$ cat src/sat_pkg.sv
// Package: operation and status codes and shared types for the sorted array table.
`timescale 1ns / 1ps
package sat_pkg;

    typedef enum logic [3:0] {
        OP_READ_AT       = 4'd0,
        OP_SEARCH        = 4'd1,
        OP_SORTED_INSERT = 4'd2,
        OP_REMOVE        = 4'd3,
        OP_PUSH_FRONT    = 4'd4,
        OP_PUSH_BACK     = 4'd5,
        OP_INSERT_AT     = 4'd6,
        OP_POP_FRONT     = 4'd7,
        OP_POP_BACK      = 4'd8,
        OP_ERASE_AT      = 4'd9
    } op_t;

    localparam logic [2:0] ST_OK        = 3'd0;
    localparam logic [2:0] ST_NOT_FOUND = 3'd1;
    localparam logic [2:0] ST_FULL      = 3'd2;
    localparam logic [2:0] ST_EMPTY     = 3'd3;
    localparam logic [2:0] ST_RANGE     = 3'd4;

    localparam int OP_W     = 4;
    localparam int IN_KEY_W = 32;
    localparam int POS_W    = 6;
    localparam int STAT_W   = 3;
    localparam int VAL_W    = 32;
    localparam int CNT_W    = 7;

    // Per-cell command, computed for each cell of the chain.
    typedef enum logic [1:0] {
        CELL_HOLD  = 2'd0,
        CELL_SHUP  = 2'd1,
        CELL_SHDN  = 2'd2
    } cell_cmd_t;

endpackage

$ cat src/sat_cell.sv
// Cell: one table entry with its key compares and neighbor shift.
`timescale 1ns / 1ps
module sat_cell
    import sat_pkg::*;
#(
    parameter int KW = 32
) (
    input  logic          clk,
    input  logic          shift_en,
    input  cell_cmd_t     cmd,
    input  logic          load,
    input  logic [KW-1:0] load_key,
    input  logic [KW-1:0] left_key,
    input  logic [KW-1:0] right_key,
    input  logic [KW-1:0] cmp_key,
    output logic [KW-1:0] key_q,
    output logic          lt,
    output logic          le
);
    logic [KW-1:0] key_reg;

    always_ff @(posedge clk)
    begin
        if (shift_en)
        begin
            if (load)
                key_reg <= load_key;
            else
            begin
                case (cmd)
                    CELL_SHUP: key_reg <= left_key;
                    CELL_SHDN: key_reg <= right_key;
                    default:   key_reg <= key_reg;
                endcase
            end
        end
    end

    assign key_q = key_reg;
    assign lt    = key_reg < cmp_key;
    assign le    = key_reg <= cmp_key;
endmodule

$ cat config.mk
export PLATFORM = sky130hd
export DESIGN_NAME = sat_cell
export DESIGN_NICKNAME = d
export VERILOG_FILES = /design/src/sat_pkg.sv /design/src/sat_cell.sv
export SDC_FILE = /design/constraint.sdc
export NUM_CORES = 1
export LEC_CHECK = 0
export BUFFER_PORTS_ARGS = -buffer_cell sky130_fd_sc_hd__buf_2
export CAP_MARGIN = 20
export CORE_AREA = 2 2 78 80
export DETAILED_ROUTE_END_ITERATION = 8
export DIE_AREA = 0 0 80 82
export PLACE_DENSITY_LB_ADDON = 0.15
export SETUP_SLACK_MARGIN = 0.2
export SLEW_MARGIN = 5
export SYNTH_ARGS = -nofsm -noshare
export SYNTH_HDL_FRONTEND = slang
export SYNTH_SLANG_ARGS = --single-unit
$ cat constraint.sdc
create_clock -name clk -period 4.4 [get_ports clk]
set_clock_uncertainty 0.05 [all_clocks]
set_input_delay 0 -clock clk [delete_from_list [all_inputs] [get_ports clk]]
set_output_delay 0 -clock clk [all_outputs]
set_load 0.05 [all_outputs]
==> summary.md, run 1 <==
| Metric | Value |
|---|---|
| Initial antenna violation count | 0 |
| Final std cells w/o fill | 531 |
| CP max stage cell | nor4_1 |
| Worst Tran Pin Value | 0.8978 ns |
| Area Growth Syn to Fin | 51.70% |
| Antenna Nets Post-Route | 0 |
| Total vias in the final route | 2505 |
| Most common cell after layout, fill and taps aside | buf_2 |
| Min cycle time layout | 2.258 ns |
| Clock Path Buffers | 2 |
| CTS Buf Count | 5 |
| Static Leak | 0.001904 uW |
| Cell Int Power | 635.4 uW |
| Cell Chain, Critical Path | ha_1, nand4_1, nor4_1, inv_1, a31oi_1, o21ai_1, buf_2 |
| CTS tree | done |
| Top_reg_cell synth | edfxtp_1 |
| Netlist Area Pre-Place | 0.002471 sq mm |
| Via count of the first global-routing pass | 2261 |
| Yosys reg bits | 32 |
| Post-DP HPWL | 4871 um |
| Largest net degree at the start of global routing | 66 |
| Worst setup SP type | flop |
| Nets | 620 |
| Slew HR | 40.15% |
| Drt total wl | 6540 um |
| DRC | 0 |
| Max FFs per register | 32 |
| Clock Power Share | 21.0% |
| Area of the multi-input gates | 0.001330 sq mm |
| Dpl cells | 492 |
| Post-CTS Setup Bufs | 0 |
| DP Area | 0.003358 sq mm |
| Die area | 0.006560 sq mm |
| Clock sinks | 32 |
| Gp weighted congestion | 0.7525 |
| Worst VDD drop | 0.1572 mV |
| Sw Ratio | 36.57% |
| Critical path peak fanout | 3 |
| Comb power frac | 39.8% |
| Final hold violation count | 0 |
| H-tree depth | 2 |
| Cell variety after synth | 26 |
| Worst EP required | 4.35 ns |
| Ratio of cells with drive above 1 in the final layout | 39.04% |
| Vias per cell | 4.718 |
| Sequential Power Share | 39.1% |
| Mean Syn Cell Area | 9.468 sq um |
| Drt first pass iters | 4 |
| Async SR Flop Fraction | 0% |
| Final setup viols | 0 |
| Die height | 82 um |
| Hold buffers post-CTS | 31 |
| Max_cap viols | 0 |
| Synth Instances | 261 |
| Pwr Density | 267.2 mW/mm^2 |
| FP Rows | 28 |
| Syn. warnings | 0 |
| GRT Overall Usage | 18.79% |
| Critical path endpoint category | output pin |
| First-pass GRT wire length | 9487 um |
| # IOs | 167 |
| CP Class | reg -> out |
| Synthesized Nets | 426 |
| Psw | 366.3 uW |
| # diodes | 0 |
| Status | completed |
| Hold WC Path Type | in -> reg |
| Register area share after synthesis | 38.89% |
| CTS resizes | 0 |
| Final slew viol count | 0 |
| Setup_tns | 0 ns |
| Final Total Pwr | 1002 uW |
| Critical Path AT | 2.21 ns |
| Fmax | 442.9 MHz |
| Global route total overflow | 0 |
| Root Driver | clkbuf_8 |
| Fin area | 0.003749 sq mm |
| Core area | 0.005746 sq mm |
| Max incr delay on CP | 0.45 ns |
| Fin crit share | 51.32% |
| I/O Buffers | 166 |
| Die width | 80 um |
| DR iter-0 viols | 47 |
| Clock transition at the registers of the reported paths | 0.06 ns |
| Wire length per cell | 12.32 um |
| Number of synthesized flops with an enable pin | 32 |
| Starting Density | 43.01% |
| RSZ-0062 raised after global routing | false |
| Register area | 960.9 sq um |
| Hold Path Depth | 3 |
| Most frequent cells in the layout | buf_2, nand2_1, inv_1, o21ai_0 |
| Number of fill cells | 482 |
-- kinds of logic after synthesis --
group | synth area share [%]
AND/OR/NAND/NOR | 11.90
adder cells (fa/ha/maj) | 16.20
buffers and inverters | 7.646
flip-flops | 38.89
multiplexers | 12.96
AO/OA/AOI/OAI | 12.41
-- routing by layer --
metal / GRT usage (%) / share of wire, % / wire length, um / vias up
li1: - / - / - / 1309
met1: 20.91 / 40 / 2594 / 1092
met2: 35.17 / 52 / 3407 / 91
met3: 4.286 / 6.3 / 413 / 13
met4: 6.441 / 1.9 / 126 / 0
met5: 0 / 0 / 0 / -
-- power groups by stage --
stage	sequential (uW)	clock (uW)	combinational, uW
after floorplan	508	0	146
after global placement	397	0	372
after detailed placement	399	0	378
after CTS	392	218	400
after global routing	396	230	436
final	392	211	399
-- area by class of cell --
class                           instances  area share (%)
Tap cell                               75           2.503
Clock buffer                            7           2.036
Timing Repair Buffer                  198           30.64
Inverter                               36           3.605
Clock inverter                          1          0.1001
Multi-Input combinational cell        182           35.48
Sequential cell                        32           25.63
-- synthesized netlist by cell type, types with 2 or more instances --
master / n / area [sq um]
nand4_1: 4 / 25.02
inv_1: 36 / 135.1
nor2_1: 3 / 11.26
o21ai_1: 2 / 10.01
o21ai_0: 36 / 180.2
nor2b_1: 2 / 12.51
nand2_1: 42 / 157.7
edfxtp_1: 32 / 960.9
a21oi_1: 12 / 60.06
clkbuf_1: 7 / 26.28
nand3_1: 4 / 20.02
mux2i_1: 32 / 320.3
ha_1: 32 / 400.4
buf_4: 3 / 22.52
a221oi_1: 3 / 26.28
-- path summary, 6_finish.rpt --
path / start / end / slack, ns
worst max-delay path: key_q[30] / le / 2.14
worst min-delay path: load_key[15] / key_q[15] / 0.002
-- worst max-delay path, delay by kind of cell (launching register included) --
family / cells / cell delay (ns)
adder cells (fa/ha/maj): 1 / 0.34
buffers and inverters: 2 / 0.30
AND/OR/NAND/NOR: 2 / 0.60
flip-flops: 1 / 0.40
AO/OA/AOI/OAI: 2 / 0.29
-- through the flow --
stage          setup WS [ns]  hold slack (ns)  utilization [%]
6_report               2.142         0.001831            65.24
5_1_grt                1.951          0.01763            65.24
4_1_cts                2.112          0.01897            65.24
3_5_place_dp           2.430           0.2276            58.45
3_3_place_gp           2.472           0.2243            58.45
2_1_floorplan          2.027           0.1371                -
(Power assumes the default switching activity.)
==> run 2: changes to the inputs <==
CORE_AREA = 2 2 80 82   (was 2 2 78 80)
DIE_AREA = 0 0 82 84   (was 0 0 80 82)
clock period = 2.2 ns   (was 4.4 ns; I/O delays follow)
==> run 2 against run 1 <==
  * Count of clock-buffer cells in the layout fell by 2
  * Worst hold slack lost 0.0055 ns
  * Wire length rose by 8.5%
  * Highest routed layer unchanged
  * Core utilization up 0.15 points
  * Non-clock buffer count is 6 higher
  * Final cell count is 0.94% higher
  * The run now ends with negative hold slack left
  * Sequential share of layout area decreased by 1.5 points
  * Total power increased by 110%
  * First-iteration DRC count rose by 89%
  * Critical path depth did not move
  * Global-route usage up 2.1 points
==> summary.md, run 2 (synthesis results as in run 1) <==
| Metric | Value |
|---|---|
| Status | finished, violations left (was completed) |
| Failing checks | negative hold slack |
| GRT Overall Usage | 20.88% (was 18.79%) |
| Min-delay src | load_key[29] (was load_key[15]) |
| CP top delay family | compound AO/OA/AOI/OAI gates (was simple AND/OR/NAND/NOR gates) |
| Final Total Pwr | 2080 uW (was 1002 uW) |
| Root Driver | clkbuf_8 (unchanged) |
| Register area | 960.9 sq um (unchanged) |
| H-tree depth | 2 (unchanged) |
| Most common cell after layout, fill and taps aside | buf_2 (unchanged) |
| Cell Chain, Critical Path | ha_4, a21oi_1, o21ai_0, a221oi_2, o31ai_4, o21ai_4, buf_6 (was ha_1, nand4_1, nor4_1, inv_1, a31oi_1, o21ai_1, buf_2) |
| Ratio of cells with drive above 1 in the final layout | 44.01% (was 39.04%) |
| Gp weighted congestion | 0.7545 (was 0.7525) |
| Most frequent cells in the layout | buf_2, nand2_1, inv_1, o21ai_0 (unchanged) |
| Min Hold Slack | -0.003696 ns (was 0.001831 ns) |
| Wire length per cell | 13.24 um (was 12.32 um) |
| CTS tree | done (unchanged) |
| Number of fill cells | 532 (was 482) |
| Drt total wl | 7099 um (was 6540 um) |
| Die width | 82 um (was 80 um) |
| Worst setup SP type | flop (unchanged) |
| Top Usage Layer GRT | met2 (unchanged) |
| Area Growth Syn to Fin | 61.32% (was 51.70%) |
| First-pass GRT wire length | 11190 um (was 9487 um) |
| RSZ-0062 raised after global routing | true (was false) |
| Max incr delay on CP | 0.42 ns (was 0.45 ns) |
| Fmax | 467.0 MHz |
| Drt first pass iters | 4 (unchanged) |
| DR iter-0 viols | 89 (was 47) |
| Area of the multi-input gates | 0.001511 sq mm (was 0.001330 sq mm) |
| Critical path peak fanout | 3 (unchanged) |
| Critical path endpoint category | output pin (unchanged) |
| Min-Delay Endpoint | key_q[29] (was key_q[15]) |
| Slew HR | 63.27% (was 40.15%) |
| CTS Buf Count | 5 (unchanged) |
| CP max stage cell | edfxtp_1 (was nor4_1) |
| Routing usage on met1 | 22.55% (was 20.91%) |
| Fin crit share | 97.33% |
| Clock transition at the registers of the reported paths | 0.06 ns (about the same) |
| I/O Buffers | 166 (unchanged) |
| Worst VDD drop | 0.3350 mV (was 0.1572 mV) |
| Hold Path Depth | 3 (unchanged) |
| Pwr Density | 521.8 mW/mm^2 (was 267.2 mW/mm^2) |
| Vias per cell | 4.813 (was 4.718) |
| Max_cap viols | 0 (unchanged) |
| Via count of the first global-routing pass | 2611 (was 2261) |
| Nets | 626 (was 620) |
| Clock sinks | 32 (unchanged) |
| Core area | 0.006096 sq mm (was 0.005746 sq mm) |
| Min cycle time layout | 2.141 ns |
| Global route total overflow | 0 (unchanged) |
| Final setup viols | 0 (unchanged) |
| Max FFs per register | 32 (unchanged) |
| Total vias in the final route | 2580 (was 2505) |
| Final slew viol count | 0 (unchanged) |
| Die height | 84 um (was 82 um) |
| Worst Tran Pin Value | 0.5509 ns (was 0.8978 ns) |
| Met2 Usage GRT | 38.88% (was 35.17%) |
| Post-DP HPWL | 5279 um (was 4871 um) |
| Met3 usage | 4.004% (was 4.286%) |
| Largest net degree at the start of global routing | 65 (was 66) |
| CP Buf/Inv Count | 1 (was 2) |
| Critical Path AT | 2.09 ns (was 2.21 ns) |
| Clock Path Buffers | 2 (unchanged) |
| Antenna Nets Post-Route | 0 (unchanged) |
| Worst EP required | 2.15 ns (was 4.35 ns) |
| Starting Density | 40.54% (was 43.01%) |
| Hold WC Path Type | in -> reg (unchanged) |
| CP Class | reg -> out (unchanged) |
| Initial antenna violation count | 0 (unchanged) |
| # diodes | 0 (unchanged) |
| # IOs | 167 (unchanged) |
| Static Leak | 0.001972 uW (was 0.001904 uW) |
| FP Rows | 29 (was 28) |
| Final hold violation count | 2 (was 0) |
| DRC | 0 (unchanged) |
| Die area | 0.006888 sq mm (was 0.006560 sq mm) |
[run 2: cell count changes in the layout (fill, tap and decap cells not counted), sizes merged]
cell	delta
clkinv	-1
clkbuf	-2
dlygate4sd3	-2
buf	+8
[run 2: per-stage QoR]
step	cells	cell area [sq um]	utilization (%)	worst slack, ns	setup TNS [ns]
floorplan	261	2579	-	0.1898	0
global placement	497	3503	57.47	0.1623	0
detailed placement	497	3503	57.47	0.08951	0
CTS	533	3926	64.41	0.02562	0
global route	536	3986	65.39	-0.05243	-0.08723
finish	536	3986	65.39	0.05883	0
[run 2: worst max path at each step]
stage | startpoint | endpoint | slack [ns] | cells past startpoint
after floorplan | key_q[29] | le | 0.19 | 6
after global placement | key_q[31] | le | 0.16 | 7
after detailed placement | key_q[31] | le | 0.09 | 7
after CTS | key_q[19] | le | 0.03 | 7
after global routing | key_q[11] | le | -0.05 | 7
final | key_q[27] | le | 0.06 | 7
[run 2: tightest hold or removal path, delay by kind of cell]
kind	cells	cell delay [ns]
buffers and inverters	1	0.07
AOI/OAI and AO/OA	1	0.09
and+or+nand+nor	1	0.04
[run 2: layer usage]
layer	up-vias	wire, um
met5	-	0
met4	0	114
met3	12	532
met2	94	3779
met1	1154	2672
li1	1320	-
[run 2: area by class of cell]
type | count | share of cell area (%)
Clock buffer | 5 | 1.726
Multi-Input combinational cell | 182 | 37.92
Inverter | 36 | 3.390
Tap cell | 77 | 2.417
Timing Repair Buffer | 204 | 30.45
Sequential cell | 32 | 24.11
[run 2: repair_timing]
item | in CTS | in global routing
setup endpoints to repair | 2 | 2
hold buffers | 29 | 0
pin swaps | 6 | 5
gates resized for setup | 8 | 4
setup buffers | 2 | 3
hold endpoints to repair | 29 | 0
[run 2: power by group]
group	internal [uW]	switching (uW)
sequential	752	37.3
clock	204	199
combinational	352	537
==> run 3: changes to the inputs <==
--- a/config.mk
+++ b/config.mk
@@ -12,2 +12,3 @@
 export DIE_AREA = 0 0 82 84
+export HOLD_SLACK_MARGIN = 0.03
 export PLACE_DENSITY_LB_ADDON = 0.15
--- a/constraint.sdc
+++ b/constraint.sdc
@@ -4,2 +4,2 @@
 set_output_delay 0 -clock clk [all_outputs]
-set_load 0.05 [all_outputs]
+set_load 0.02 [all_outputs]
==> run 3 against run 2 <==
  * The run now ends clean
  * First-iteration DRC count down 72%
  * Fmax is 2.6% higher
  * Sequential cell count stayed put
  * Core utilization grew 0.10 points
  * Combinational power shrank 21%
  * Die area unchanged
  * Worst setup slack gained 0.054 ns
  * Sequential power hardly changed
  * Global-route usage is 0.98 points lower
  * Non-clock buffer count increased by 6
  * Critical endpoint unchanged
  * Largest cell class unchanged
  * Largest power group is now sequential cells
  * Highest routed layer unchanged
==> summary.md, run 3 (synthesis results as in run 1) <==
| Metric | Value |
|---|---|
| Post-DP HPWL | 4961 um (was 5279 um) |
| CTS Buf Count | 5 (unchanged) |
| Nets | 632 (was 626) |
| Setup_tns | 0 ns (unchanged) |
| Clock Power Share | 21.8% (was 19.3%) |
| Start point of the critical path | key_q[29] (was key_q[27]) |
| Worst VDD drop | 0.3176 mV (was 0.3350 mV) |
| Fin crit share | 94.86% (was 97.33%) |
| CP Class | reg -> out (unchanged) |
| Core area | 0.006096 sq mm (unchanged) |
| Root Driver | clkbuf_8 (unchanged) |
| Clock transition at the registers of the reported paths | 0.06 ns (about the same) |
| Clock sinks | 32 (unchanged) |
| Final slew viol count | 0 (unchanged) |
| Starting Density | 40.54% (unchanged) |
| Psw | 602.3 uW (was 772.5 uW) |
| DR iter-0 viols | 25 (was 89) |
| Min Hold Slack | 0.03505 ns (was -0.003696 ns) |
| Critical Path AT | 2.04 ns (was 2.09 ns) |
| Wire length per cell | 12.42 um (was 13.24 um) |
| # IOs | 167 (unchanged) |
| GRT Overall Usage | 19.90% (was 20.88%) |
| Drt first pass iters | 4 (unchanged) |
| Clock Path Buffers | 2 (unchanged) |
| Worst Tran Pin Value | 0.5471 ns (was 0.5509 ns) |
| Final setup viols | 0 (unchanged) |
| I/O Buffers | 166 (unchanged) |
| Initial antenna violation count | 0 (unchanged) |
| Comb power frac | 36.9% (was 42.7%) |
| Max FFs per register | 32 (unchanged) |
| Most frequent CP cell | buf_4 |
| RSZ-0062 raised after global routing | true (unchanged) |
| Cell Int Power | 1309 uW (was 1307 uW) |
| Final Total Pwr | 1912 uW (was 2080 uW) |
| Hold WC Path Type | in -> reg (unchanged) |
| Vias per cell | 4.719 (was 4.813) |
| Routing usage on met1 | 21.57% (was 22.55%) |
| Slew HR | 63.53% (was 63.27%) |
| Area Growth Syn to Fin | 61.57% (was 61.32%) |
| Met2 Usage GRT | 37.03% (was 38.88%) |
| Min cycle time layout | 2.087 ns (was 2.141 ns) |
| Fin area | 0.003993 sq mm (was 0.003986 sq mm) |
| Antenna Nets Post-Route | 0 (unchanged) |
| Total vias in the final route | 2567 (was 2580) |
| Die width | 82 um (unchanged) |
| Sw Ratio | 31.51% (was 37.14%) |
| Met3 usage | 3.571% (was 4.004%) |
| Critical path peak fanout | 2 (was 3) |
| # diodes | 0 (unchanged) |
| H-tree depth | 2 (unchanged) |
| Via count of the first global-routing pass | 2585 (was 2611) |
| Ratio of cells with drive above 1 in the final layout | 42.61% (was 44.01%) |
| DP Area | 0.003388 sq mm (was 0.003503 sq mm) |
| CP max stage cell | edfxtp_1 (unchanged) |
| Worst setup SP type | flop (unchanged) |
| Cell Chain, Critical Path | ha_4, nand4_1, buf_4, nor4_4, inv_1, a31oi_2, o21ai_1, buf_4 (was ha_4, a21oi_1, o21ai_0, a221oi_2, o31ai_4, o21ai_4, buf_6) |
| Top Usage Layer GRT | met2 (unchanged) |
| First-pass GRT wire length | 10690 um (was 11190 um) |
| Drt total wl | 6759 um (was 7099 um) |
| Max_cap viols | 0 (unchanged) |
| FP Rows | 29 (unchanged) |
| Die area | 0.006888 sq mm (unchanged) |
| Critical path endpoint category | output pin (unchanged) |
| Static Leak | 0.001996 uW (was 0.001972 uW) |
| Status | completed (was finished, violations left) |
| Critical Path Sink | le (unchanged) |
| Max incr delay on CP | 0.43 ns (was 0.42 ns) |
| Worst EP required | 2.15 ns (about the same) |
| Final hold violation count | 0 (was 2) |
| Most common cell after layout, fill and taps aside | buf_2 (unchanged) |
| CTS tree | done (unchanged) |
| Gp weighted congestion | 0.7617 (was 0.7545) |
| Fmax | 479.2 MHz (was 467.0 MHz) |
| DRC | 0 (unchanged) |
| Most frequent cells in the layout | buf_2, nand2_1, inv_1, o21ai_0, dlygate4sd3_1 (was buf_2, nand2_1, inv_1, o21ai_0) |
| Pwr Density | 478.8 mW/mm^2 (was 521.8 mW/mm^2) |
| Largest net degree at the start of global routing | 65 (unchanged) |
| Die height | 84 um (unchanged) |
| Sequential Power Share | 41.3% (was 38.0%) |
| Global route total overflow | 0 (unchanged) |
-- run 3: critical path: cells and delay by family, from the launching register on --
family	cells	cell delay [ns]
compound gates	2	0.24
buf+inv	3	0.41
flops	1	0.43
simple gates	2	0.37
fa+ha+maj	1	0.30
-- run 3: routing by layer --
layer | part of all wire, % | wire length [um]
met1 | 39 | 2664
met2 | 52 | 3503
met3 | 6.6 | 447
met4 | 2.1 | 143
met5 | 0 | 0
-- run 3: worst min-delay path by stage --
stage / start / slack [ns] / cells past startpoint / end
detailed placement: load_key[10] / 0.23 / 3 / key_q[10]
floorplan: load_key[30] / 0.14 / 2 / key_q[30]
global placement: load_key[20] / 0.23 / 3 / key_q[20]
CTS: left_key[8] / 0.03 / 3 / key_q[8]
finish: left_key[24] / 0.04 / 3 / key_q[24]
global route: right_key[4] / 0.05 / 3 / key_q[4]
-- run 3: per-stage QoR --
step | std cells | utilization [%] | setup slack, ns
floorplan | 261 | - | 0.3789
global placement | 496 | 55.58 | 0.3198
detailed placement | 496 | 55.58 | 0.2369
CTS | 542 | 64.43 | 0.1266
global route | 544 | 65.50 | -0.01951
finish | 544 | 65.50 | 0.1130
-- run 3: power by group through the flow --
stage               Sequential (uW)  Combinational, uW  Clock (uW)
finish                          790                705         416
detailed placement              798                606           0
global route                    798                791         457
global placement                794                594           0
CTS                             788                692         430
floorplan                       876                275           0
-- run 3: final cells by class --
class | count | area (sq um)
Clock inverter | 1 | 5.005
Clock buffer | 6 | 72.57
Sequential cell | 32 | 960.9
Tap cell | 77 | 96.34
Inverter | 36 | 135.1
Multi-Input combinational cell | 182 | 1459
Fill cell | 547 | 2103
Timing Repair Buffer | 210 | 1264
-- run 3: timing repair --
action / CTS / global route
hold endpoints to repair: 32 / 0
buffers inserted: 4 / 2
hold buffers: 35 / 0
pin swaps: 11 / 3
setup endpoints to repair: 2 / 2
resized for setup: 11 / 5
